**src/hw/rtl/ogg_pd_pkg.sv**
```systemverilog
// ----------------------------------------------------------------------------
// Ogg page deframer package
// Phase codes, status codes, header byte positions and shared structs.
// ----------------------------------------------------------------------------
package ogg_pd_pkg;

	typedef enum logic [2:0] {
		PH_CAPTURE = 3'd0,
		PH_HEADER  = 3'd1,
		PH_LACING  = 3'd2,
		PH_PAYLOAD = 3'd3,
		PH_ERROR   = 3'd4
	} phase_t;

	typedef enum logic [1:0] {
		ST_PAYLOAD     = 2'd0,
		ST_BAD_CAPTURE = 2'd1,
		ST_NO_BOS      = 2'd2
	} status_t;

	localparam logic [4:0] HDR_TYPE_POS = 5'd5;
	localparam logic [4:0] SERIAL_FIRST = 5'd14;
	localparam logic [4:0] SERIAL_LAST  = 5'd17;
	localparam logic [4:0] SEGCOUNT_POS = 5'd26;
	localparam logic [4:0] HEADER_START = 5'd4;
	localparam int         BOS_BIT      = 1;

	typedef struct packed {
		logic        valid;
		logic [7:0]  payload_byte;
		status_t     status;
		logic        page_end;
	} result_t;

	typedef struct packed {
		logic errored;
		logic in_payload;
	} pd_stat_t;

	// "OggS"
	function automatic logic [7:0] capture_byte(input logic [1:0] idx);
		logic [7:0] b;
		unique case (idx)
			2'd0: b = 8'h4F;
			2'd1: b = 8'h67;
			2'd2: b = 8'h67;
			2'd3: b = 8'h53;
			default: b = 8'h00;
		endcase
		return b;
	endfunction

endpackage

```
**src/hw/rtl/ogg_pd_parser.sv**
```systemverilog
// ----------------------------------------------------------------------------
// Ogg page parser core
// Header state machine: updates page state on each accepted beat and gives
// the combinational result for that beat.
// ----------------------------------------------------------------------------
module ogg_pd_parser
	import ogg_pd_pkg::*;
(
	input  logic       clk,
	input  logic       arst_n,
	input  logic       beat_valid,
	input  logic [7:0] data_byte,
	input  logic       discard,
	input  logic       lock_to_stream,
	output result_t    res,
	output pd_stat_t   stat
);

	phase_t      phase_q, phase_d;
	logic [4:0]  header_pos_q, header_pos_d;
	logic [7:0]  header_type_q, header_type_d;
	logic [31:0] serial_q, serial_d;
	logic [31:0] locked_serial_q, locked_serial_d;
	logic [7:0]  lacing_left_q, lacing_left_d;
	logic [15:0] payload_left_q, payload_left_d;
	logic        skip_page_q, skip_page_d;

	logic        decide;
	logic [15:0] total;
	logic        foreign;

	always_ff @(posedge clk or negedge arst_n) begin
		if (!arst_n) begin
			phase_q         <= PH_CAPTURE;
			header_pos_q    <= '0;
			header_type_q   <= '0;
			serial_q        <= '0;
			locked_serial_q <= '0;
			lacing_left_q   <= '0;
			payload_left_q  <= '0;
			skip_page_q     <= 1'b0;
		end else if (beat_valid) begin
			phase_q         <= phase_d;
			header_pos_q    <= header_pos_d;
			header_type_q   <= header_type_d;
			serial_q        <= serial_d;
			locked_serial_q <= locked_serial_d;
			lacing_left_q   <= lacing_left_d;
			payload_left_q  <= payload_left_d;
			skip_page_q     <= skip_page_d;
		end
	end

	assign foreign = serial_q != locked_serial_q;

	always_comb begin
		phase_d         = phase_q;
		header_pos_d    = header_pos_q;
		header_type_d   = header_type_q;
		serial_d        = serial_q;
		locked_serial_d = locked_serial_q;
		lacing_left_d   = lacing_left_q;
		payload_left_d  = payload_left_q;
		skip_page_d     = skip_page_q;
		decide          = 1'b0;
		total           = '0;
		res             = '0;
		res.status      = ST_PAYLOAD;

		unique case (phase_q)
			PH_CAPTURE: begin
				if (data_byte != capture_byte(header_pos_q[1:0])) begin
					phase_d    = PH_ERROR;
					res.valid  = 1'b1;
					res.status = ST_BAD_CAPTURE;
				end else if (header_pos_q[1:0] == 2'd3) begin
					header_pos_d = HEADER_START;
					phase_d      = PH_HEADER;
				end else begin
					header_pos_d = {3'd0, header_pos_q[1:0] + 2'd1};
				end
			end
			PH_HEADER: begin
				if (header_pos_q == HDR_TYPE_POS)
					header_type_d = data_byte;
				if (header_pos_q >= SERIAL_FIRST && header_pos_q <= SERIAL_LAST)
					serial_d = {data_byte, serial_q[31:8]};
				if (header_pos_q >= SEGCOUNT_POS) begin
					lacing_left_d  = data_byte;
					payload_left_d = '0;
					if (data_byte == 8'd0)
						decide = 1'b1;
					else
						phase_d = PH_LACING;
				end else begin
					header_pos_d = header_pos_q + 5'd1;
				end
			end
			PH_LACING: begin
				total          = payload_left_q + {8'd0, data_byte};
				payload_left_d = total;
				lacing_left_d  = lacing_left_q - 8'd1;
				if (lacing_left_d == 8'd0)
					decide = 1'b1;
			end
			PH_PAYLOAD: begin
				payload_left_d = payload_left_q - 16'd1;
				if (payload_left_d == 16'd0) begin
					phase_d      = PH_CAPTURE;
					header_pos_d = '0;
				end
				if (!skip_page_q && !discard) begin
					res.valid        = 1'b1;
					res.payload_byte = data_byte;
					res.page_end     = payload_left_d == 16'd0;
				end
			end
			PH_ERROR: begin
				phase_d = PH_ERROR;
			end
			default: begin
				phase_d = PH_ERROR;
			end
		endcase

		// lacing complete: accept, skip or reject the page
		if (decide) begin
			if (!lock_to_stream && !header_type_q[BOS_BIT]) begin
				phase_d    = PH_ERROR;
				res.valid  = 1'b1;
				res.status = ST_NO_BOS;
			end else begin
				skip_page_d = lock_to_stream && foreign;
				if (!skip_page_d)
					locked_serial_d = serial_q;
				if (total == 16'd0) begin
					phase_d      = PH_CAPTURE;
					header_pos_d = '0;
				end else begin
					phase_d = PH_PAYLOAD;
				end
			end
		end
	end

	assign stat.errored    = phase_q == PH_ERROR;
	assign stat.in_payload = phase_q == PH_PAYLOAD;

endmodule

```
**src/hw/rtl/ogg_page_deframer.sv**
```systemverilog
// ----------------------------------------------------------------------------
// Ogg page deframer
// Parses Ogg pages from a byte stream and passes on the payload bytes.
// ----------------------------------------------------------------------------
// Usage:
//   Slave stream s_*: one byte of the Ogg file per beat; s_tuser marks a
//   payload byte to be dropped (seek). Master stream m_*: one payload byte
//   per beat, m_tlast on the last byte of a page, m_tuser carries a status
//   code (payload, bad capture pattern, missing beginning-of-stream flag).
//   cfg_wen/cfg_wdata write lock_to_stream; write it only while idle.
//   Each input beat is parsed combinationally; a result, if any, shows on
//   m_* in the cycle after its input beat is taken. One beat per cycle is
//   sustained with m_tready high: the output register refills as it empties.
//   When the receiver stalls, the held result blocks s_tready only while a
//   result is waiting and m_tready is low; beats causing no result still
//   need the output register free, as the decision is made at accept.
//   Reset clears the parser to expect a capture pattern, unlocks the
//   stream and empties the output register. After an error beat the block
//   swallows all input without output until reset.
// ----------------------------------------------------------------------------
module ogg_page_deframer
	import ogg_pd_pkg::*;
(
	input  logic       clk,
	input  logic       arst_n,
	input  logic       s_tvalid,
	output logic       s_tready,
	input  logic [7:0] s_tdata,   // [7:0] data_byte
	input  logic [0:0] s_tuser,   // [0] discard
	output logic       m_tvalid,
	input  logic       m_tready,
	output logic [7:0] m_tdata,   // [7:0] payload_byte
	output logic [1:0] m_tuser,   // [1:0] status
	output logic       m_tlast,
	input  logic       cfg_wen,
	input  logic       cfg_wdata
);

	logic     lock_to_stream_q;
	logic     accept;
	result_t  res;
	pd_stat_t stat;
	logic     out_valid_q;
	logic [7:0] out_data_q;
	status_t  out_status_q;
	logic     out_last_q;

	always_ff @(posedge clk or negedge arst_n) begin
		if (!arst_n)
			lock_to_stream_q <= 1'b0;
		else if (cfg_wen)
			lock_to_stream_q <= cfg_wdata;
	end

	assign s_tready = !out_valid_q || m_tready;
	assign accept   = s_tvalid && s_tready;

	ogg_pd_parser u_parser (
		.clk           (clk),
		.arst_n        (arst_n),
		.beat_valid    (accept),
		.data_byte     (s_tdata),
		.discard       (s_tuser[0]),
		.lock_to_stream(lock_to_stream_q),
		.res           (res),
		.stat          (stat)
	);

	always_ff @(posedge clk or negedge arst_n) begin
		if (!arst_n) begin
			out_valid_q <= 1'b0;
		end else if (accept && res.valid) begin
			out_valid_q <= 1'b1;
		end else if (m_tready) begin
			out_valid_q <= 1'b0;
		end
	end

	// hold payload while stalled
	always_ff @(posedge clk) begin
		if (accept && res.valid) begin
			out_data_q   <= res.payload_byte;
			out_status_q <= res.status;
			out_last_q   <= res.page_end;
		end
	end

	assign m_tvalid = out_valid_q;
	assign m_tdata  = out_data_q;
	assign m_tuser  = out_status_q;
	assign m_tlast  = out_last_q;

`ifndef SYNTHESIS
	a_err_sticky: assert property (@(posedge clk) disable iff (!arst_n)
		stat.errored |=> stat.errored)
		else $error("error state left without reset");

	a_err_silent: assert property (@(posedge clk) disable iff (!arst_n)
		stat.errored |-> !res.valid)
		else $error("result produced after error");

	a_err_enter: assert property (@(posedge clk) disable iff (!arst_n)
		(accept && res.valid && res.status != ST_PAYLOAD) |=> stat.errored)
		else $error("error beat did not enter error state");

	a_last_payload: assert property (@(posedge clk) disable iff (!arst_n)
		(m_tvalid && m_tlast) |-> (m_tuser == ST_PAYLOAD))
		else $error("page end flagged on an error beat");
`endif

endmodule
```
**config.mk**
```make
export PLATFORM = sky130hd
export DESIGN_NAME = ogg_page_deframer
export DESIGN_NICKNAME = d
export VERILOG_FILES = /design/src/hw/rtl/ogg_pd_pkg.sv /design/src/hw/rtl/ogg_pd_parser.sv /design/src/hw/rtl/ogg_page_deframer.sv
export SDC_FILE = /design/constraint.sdc
export NUM_CORES = 1
export LEC_CHECK = 0
export ABC_AREA = 1
export BUFFER_PORTS_ARGS = -buffer_cell sky130_fd_sc_hd__buf_2
export CAP_MARGIN = 20
export CORE_MARGIN = 1
export CORE_UTILIZATION = 56
export CTS_BUF_LIST = sky130_fd_sc_hd__clkbuf_16
export DETAILED_ROUTE_END_ITERATION = 10
export PLACE_DENSITY = 0.86
export SYNTH_ARGS = -nofsm -noshare
export SYNTH_HDL_FRONTEND = slang
export SYNTH_SLANG_ARGS = --single-unit
export TNS_END_PERCENT = 10
```
**constraint.sdc**
```tcl
create_clock -name clk -period 2.35 [get_ports clk]
set_input_delay 0.47 -clock clk [delete_from_list [all_inputs] [get_ports clk]]
set_output_delay 0.47 -clock clk [all_outputs]
set_load 0.02 [all_outputs]
```
; ---- Yosys cells after proc, flatten, opt, wreduce, memory -nomap -nowiden
; Index checks and enable logic that the tools add are counted.
; Widths: inputs -> output; s select.
[word_totals]
inputBits = 15
register_bits = 112
wordCells = 107
out_inout_bits = 13
[op_classes]
n_mux = 39
eq_ne = 15
bitwise = 2
n_reduce_logical = 30
add_sub_neg = 5
magnitude_cmp = 3
[op_table]
columns = operator, n
row1 = $pmux 16 s3, 1
row2 = $logic_not 16->1, 2
row3 = $mux 16, 2
row4 = $ne 32x32->1, 1
row5 = $mux 5, 6
row6 = $mux 3, 8
row7 = $pmux 8 s3, 1
row8 = $add 16x8->16, 1
row9 = $logic_not 8->1, 2
row10 = $mux 8, 2
row11 = $pmux 8 s2, 1
row12 = $sub 16x1->16 const B, 1
row13 = $pmux 5 s3, 1
row14 = $reduce_and 3->1, 5
row15 = $pmux 3 s4, 1
row16 = $mux 1, 10
row17 = $mux 9, 1
row18 = $ne 8x8->1, 1
row19 = $sub 8x1->8 const B, 1
row20 = $eq 3x2->1 const B, 2
row21 = $logic_and 1x1->1, 6
row22 = $mux 2, 3
row23 = $ne 3x1->1 const B, 2
row24 = $reduce_and 6->1, 1
row25 = 23 further kinds, 32

; ---- Logic depth before layout (Yosys ltp)
[logic_depth]
word_depth = 11
mapped_depth = 18
depth_no_buf = 18

; ---- Cells and area by module
; From an unflattened synthesis, not the netlist that was laid out.
[hier_totals]
cells_unflattened = 911
area_unflattened_um2 = 6650.1
[by_module_without_submodules]
columns = mod, seq_area_each_um2, cells_each, area_per_inst_um2, instances
row1 = ogg_pd_parser, 2452.4, 887, 6218.5, 1
row2 = ogg_page_deframer, 380.4, 24, 431.7, 1

; ---- Worst setup path after synthesis
; OpenSTA, ideal clock, no wires.
[synth_path]
kind = reg2reg
from = reg u_parser.header_pos_q[0]
to = reg out_data_q[0], in the netlist m_tdata[0], enable pin
arrival_ns = 1.994
setup_slack_ns = -0.013
required_ns = 1.981
path_stages_with_launch = 10
synth_period_minus_slack_ns = 2.363
path_buffers = 1
setup_ns = 0.369
path_cell_list = dfrtp_1 clkbuf_1 inv_1 ha_1 xnor2_1 nand3_1 inv_1 nor2_1 nor2_1 a21oi_2
[synth_between]
elab_chain_len = 10
elab_cells_between_ends = 16
cone_classes = order compare (1) / eq/ne (4) / mux (8) / reduce/logical (3)
[synth_rtl]
columns = element, line_no
row1 = from (decl), ogg_pd_parser.sv:20  ; logic [4:0] header_pos_q, header_pos_d;
row2 = from (signal assigned), ogg_pd_parser.sv:44  ; header_pos_q <= header_pos_d;
row3 = $eq 2x1->1 / $eq 2x2->1 (equally long branches), ogg_pd_pkg.sv:43  ; unique case (idx)
row4 = $reduce_or 2->1 (no source line), -
row5 = $pmux 8 s3, ogg_pd_pkg.sv:43
row6 = $mux 8, ogg_pd_parser.sv:70  ; unique case (phase_q)
row7 = $ne 8x8->1, ogg_pd_parser.sv:72  ; if (data_byte != capture_byte(header_pos_q[1:0])) begin
row8 = $mux 1, ogg_pd_parser.sv:72
row9 = $pmux 1 s2, ogg_pd_parser.sv:70
row10 = $mux 1, ogg_pd_parser.sv:128  ; if (!lock_to_stream && !header_type_q[BOS_BIT]) begin
row11 = $mux 1 *, ogg_pd_parser.sv:127  ; if (decide) begin
row12 = $logic_and 1x1->1 *, ogg_page_deframer.sv:81  ; if (accept && res.valid) begin
row13 = to (signal assigned), ogg_page_deframer.sv:82  ; out_data_q <= res.payload_byte;
row14 = to (decl), ogg_page_deframer.sv:44  ; logic [7:0] out_data_q;
; Mark *: on every way between the ends. The rest lies on a longest branch, timed or not. The select of a mux whose other input is x is not followed.
; A chain may end at the register's enable or synchronous reset.

; ---- Worst setup path after layout
[layout_path]
from = reg u_parser.payload_left_q[0]
to = reg u_parser.header_pos_q[0]
[layout_between]
elab_chain_len = 7
elab_cells_between_ends = 10
cone_classes = add/sub (2) / mux (6) / reduce/logical (2)
[layout_rtl]
columns = element, line_no
row1 = from (decl), ogg_pd_parser.sv:25  ; logic [15:0] payload_left_q, payload_left_d;
row2 = from (signal assigned), ogg_pd_parser.sv:49  ; payload_left_q <= payload_left_d;
row3 = $sub 16x1->16, ogg_pd_parser.sv:107  ; payload_left_d = payload_left_q - 16'd1;
row4 = $logic_not 16->1, ogg_pd_parser.sv:108  ; if (payload_left_d == 16'd0) begin
row5 = $mux 5, ogg_pd_parser.sv:108
row6 = $pmux 5 s3, ogg_pd_parser.sv:70
row7 = $mux 5, ogg_pd_parser.sv:136  ; if (total == 16'd0) begin
row8 = $mux 5, ogg_pd_parser.sv:128
row9 = $mux 5 *, ogg_pd_parser.sv:127
; Mark *: on every way between the ends. The rest lies on a longest branch, timed or not.

==> metrics.md <==
| Metric | Value |
|---|---|
| Status | `finished with violations` |
| Failing checks | `negative setup slack` |
| Share of layout cells above drive strength 1 | `between 15 and 20%` |
| CP max stage cell | `fa_2` |
| Cells after DPL | `1,146` |
| Minimum clock period | `approximately 2400 ps` |
| Core area | `around 12,000 um2` |
| Tot GR Track Use | `30.2%` |
| ANT cells | `0` |
| Initial antenna violation count | `0` |
| WP data arrival | `between 2000 and 3000 ps` |
| Class of the worst hold path | `primary input to asynchronous set/reset pin` |
| Synth Warn # | `0` |
| Die width | `roughly 110 um` |
| Final Max Slew Viols | `0` |
| EDFF count, synth | `11` |
| CTS Buf Count | `9` |
| Yosys top cell area share | `between 30% and 40%` |
| CTS H-tree lvls | `3` |
| Clock tree root driver cell | `clkbuf_16` |
| CTS Hold Buffers Added | `0` |
| Worst-Margin Slew | `540 ps` |
| Synth Area per Inst | `~7.4 um2` |
| Worst Setup Start Kind | `flip-flop` |
| Die Area | `~13,000 um2` |
| Final period utilization | `103%` |
| Drt first-iter violations | `700` |
| Routability cong. | `a little under 1` |
| RSZ-0062 raised after global routing | `yes` |
| Final Hold Fails | `0` |
| Slowest Stage Delay on Critical Path | `between 500 and 600 ps` |
| WL/cell | `about 16 um` |
| Worst hold margin | `between 150 and 200 ps` |
| Area grow syn2layout | `18.7%` |
| Syn_nets | `roughly 960` |
| Initial DRT Pass Iterations | `7` |
| WL final | `between 15 and 20 mm` |
| Critical Path Sink Type | `flip-flop` |
| Overall power | `roughly 4.5 mW` |
| Mean number of vias per cell | `about 5.7` |
| Syn Inst Count | `roughly 920` |
| Vias in the first global route | `roughly 6,400` |
| Final worst slack | `-78.5 ps` |
| First-pass GRT wire length | `a little under 30 mm` |
| DRC Markers | `0` |
| Bufs and invs on worst path | `2` |
| Max-slew headroom | `a little under two thirds` |
| CTS sink count | `111` |
| FMAX | `about 410 MHz` |
| Delay-heaviest family, CP | `simple AND/OR/NAND/NOR gates` |
| I/O Pins | `28` |
| Overflow after GRT | `0` |
| Clk_lat worst skew | `~360 ps` |
| Crit-path most repeated cell | `nand3_2` |
| #FFs+latches synth | `111` |
| Clk buf depth | `2` |
| Vert. Die Dim | `roughly 110 um` |
| Sequential area share after synthesis | `41.5%` |
| Port buffer count | `27` |
| Async SR Flop Fraction | `between 90% and 100%` |
| Post-Syn Area | `6820 um2` |
| CP cell instances | `ha_2 > inv_2 > fa_2 > inv_1 > o21ai_2 > nand3_2 > nor2_2 > nand3_2 > nor2_4 > nand4_1 > nand3_1 > nand2_1` |
| Ys flop type | `dfrtp_1` |
| Initial Util | `between 50% and 60%` |
| CTS clk-pin slew, worst paths | `70 ps` |
| Reg2reg path depth | `12` |
| Fin Clk Skew | `approximately 7.2 ps` |
| Final ANT Viol Nets | `0` |
| Static Leak | `around 4.0 nW` |
| Worst path depth | `12` |
| Pin count of the biggest net entering global routing | `between 100 and 150` |
| PwrDens | `557 nW/um2` |
| Count of cell types in the netlist | `40` |
| Synth area leaders | `dfrtp_1, nand2_1, o21ai_0` |
| Number of max-cap violations | `0` |
| HPWL Detailed | `12.9 mm` |
| Peak VDD IR | `0.415 mV` |
| Crit path max fanout | `5` |
| CTS tree | `built` |
| Critical Path RT | `2600 ps` |
| Setup-failing EPs final | `6` |
| Leading area contributor after synthesis | `dfrtp_1` |
| Via count | `roughly 6,600` |
| Layout Nets | `1,050` |
| Crit Path Category | `flip-flop to flip-flop` |
| Fin cells | `1,165` |
| Rows | `39` |
[routing by layer]
layer  share of wire, %  wire length [um]  vias to the layer above  global-route usage [%]
met5                  0                 0                        -                       0
met1                 41              7510                     3059                    38.8
met2                 47              8470                      313                    49.4
met3                9.1              1650                       56                    7.94
met4                3.0               542                        0                    11.0
li1                   -                 -                     3163                       -
[worst reg2reg max path: stages, from the launching register on]
cell	delay [ps]
dfrtp_1	360
ha_2	200
inv_2	50
fa_2	560
inv_1	60
o21ai_2	160
nand3_2	100
nor2_2	130
nand3_2	100
nor2_4	130
nand4_1	240
nand3_1	170
nand2_1	60
[registers in the layout (all words and copies together), names as in the netlist]
register and count:
u_parser.locked_serial_q 32, u_parser.serial_q 32, u_parser.payload_left_q 16, m_tdata 8
u_parser.lacing_left_q 8, u_parser.header_pos_q 5, u_parser.phase_q 3, m_tuser 2
lock_to_stream_q 1, m_tlast 1, m_tvalid 1, u_parser.header_type_q 1
u_parser.skip_page_q 1
[layout make-up]
cell class              instances  area [um2]
multi-input cells             670        3590
fillers                       902        3560
flip-flops and latches        111        2830
repair buffers                107         787
inverters                     118         443
clock buffers                   9         225
well taps                     143         179
clock inverters                 7        40.0
[placed cells by master, fill, tap and decap left out, drive strengths merged, types with 4 or more instances in the layout]
master,n
ha,17
nand3,75
clkinv,5
nand2,261
nor3,8
clkbuf,9
nand4,24
inv,120
buf,107
or2,7
edfxtp,11
xnor2,20
o31ai,4
a21oi,16
o21ai,109
xor2,21
o211ai,7
nor2,89
dfrtp,100
[power breakdown]
| group | switching (mW) | total [mW] | internal (mW) |
|---|---|---|---|
| Clock | 0.701 | 1.41 | 0.712 |
| Sequential | 0.109 | 2.15 | 2.04 |
| Combinational | 0.589 | 0.947 | 0.357 |
[cells by family after synthesis]
| group | count (synthesis) | share of synthesized area, % |
|---|---|---|
| AOI/OAI and AO/OA | 139 | 11.1 |
| xor gates and xnor gates | 41 | 5.26 |
| adders and majority gates | 18 | 3.41 |
| buffers and inverters | 143 | 8.44 |
| DFF | 111 | 41.5 |
| muxes | 2 | 0.330 |
| and+or+nand+nor | 470 | 30.0 |
[through the flow]
| step | instance area (um2) | setup TNS (ps) | util, % | setup slack (ps) |
|---|---|---|---|---|
| floorplan | 6830 | 0 | - | 37.1 |
| global placement | 7640 | -1920 | 65.5 | -305 |
| detailed placement | 7640 | -3270 | 65.5 | -429 |
| CTS | 7950 | -10.6 | 68.2 | -9.88 |
| global route | 8100 | -3440 | 69.4 | -212 |
| finish | 8100 | -369 | 69.4 | -78.5 |
[cell usage after synthesis (5+ instances only)]
library cell	number
inv_2	15
ha_1	17
nor2_1	77
o211ai_1	6
buf_2	7
xnor2_1	20
nand2_1	258
clkbuf_1	14
edfxtp_1	11
o21ai_1	21
xor2_1	21
nor2_2	9
o21ai_0	83
nor3_1	6
inv_1	103
nand3_1	75
or2_2	6
a21oi_1	15
dfrtp_1	100
o21ai_2	5
nand4_1	24
[timing repair]
action | CTS | global route
pin swaps | 8 | 22
setup endpoints to repair | 13 | 56
resized for setup | 13 | 34
setup buffers | 1 | 2
[worst paths after layout]
kind / start / slack, ps / end
setup / recovery: u_parser.payload_left_q[0] / -80 / u_parser.header_pos_q[0]
hold / removal: arst_n / 160 / u_parser.locked_serial_q[3]
setup reg to reg: u_parser.payload_left_q[0] / -80 / u_parser.header_pos_q[0]
max in group asynchronous: arst_n / 1790 / u_parser.payload_left_q[6]
min in group clk: cfg_wen / 330 / lock_to_stream_q
hold reg to reg: u_parser.locked_serial_q[0] / 500 / u_parser.locked_serial_q[0]
No activity file was read; power rests on OpenSTA's default activity.
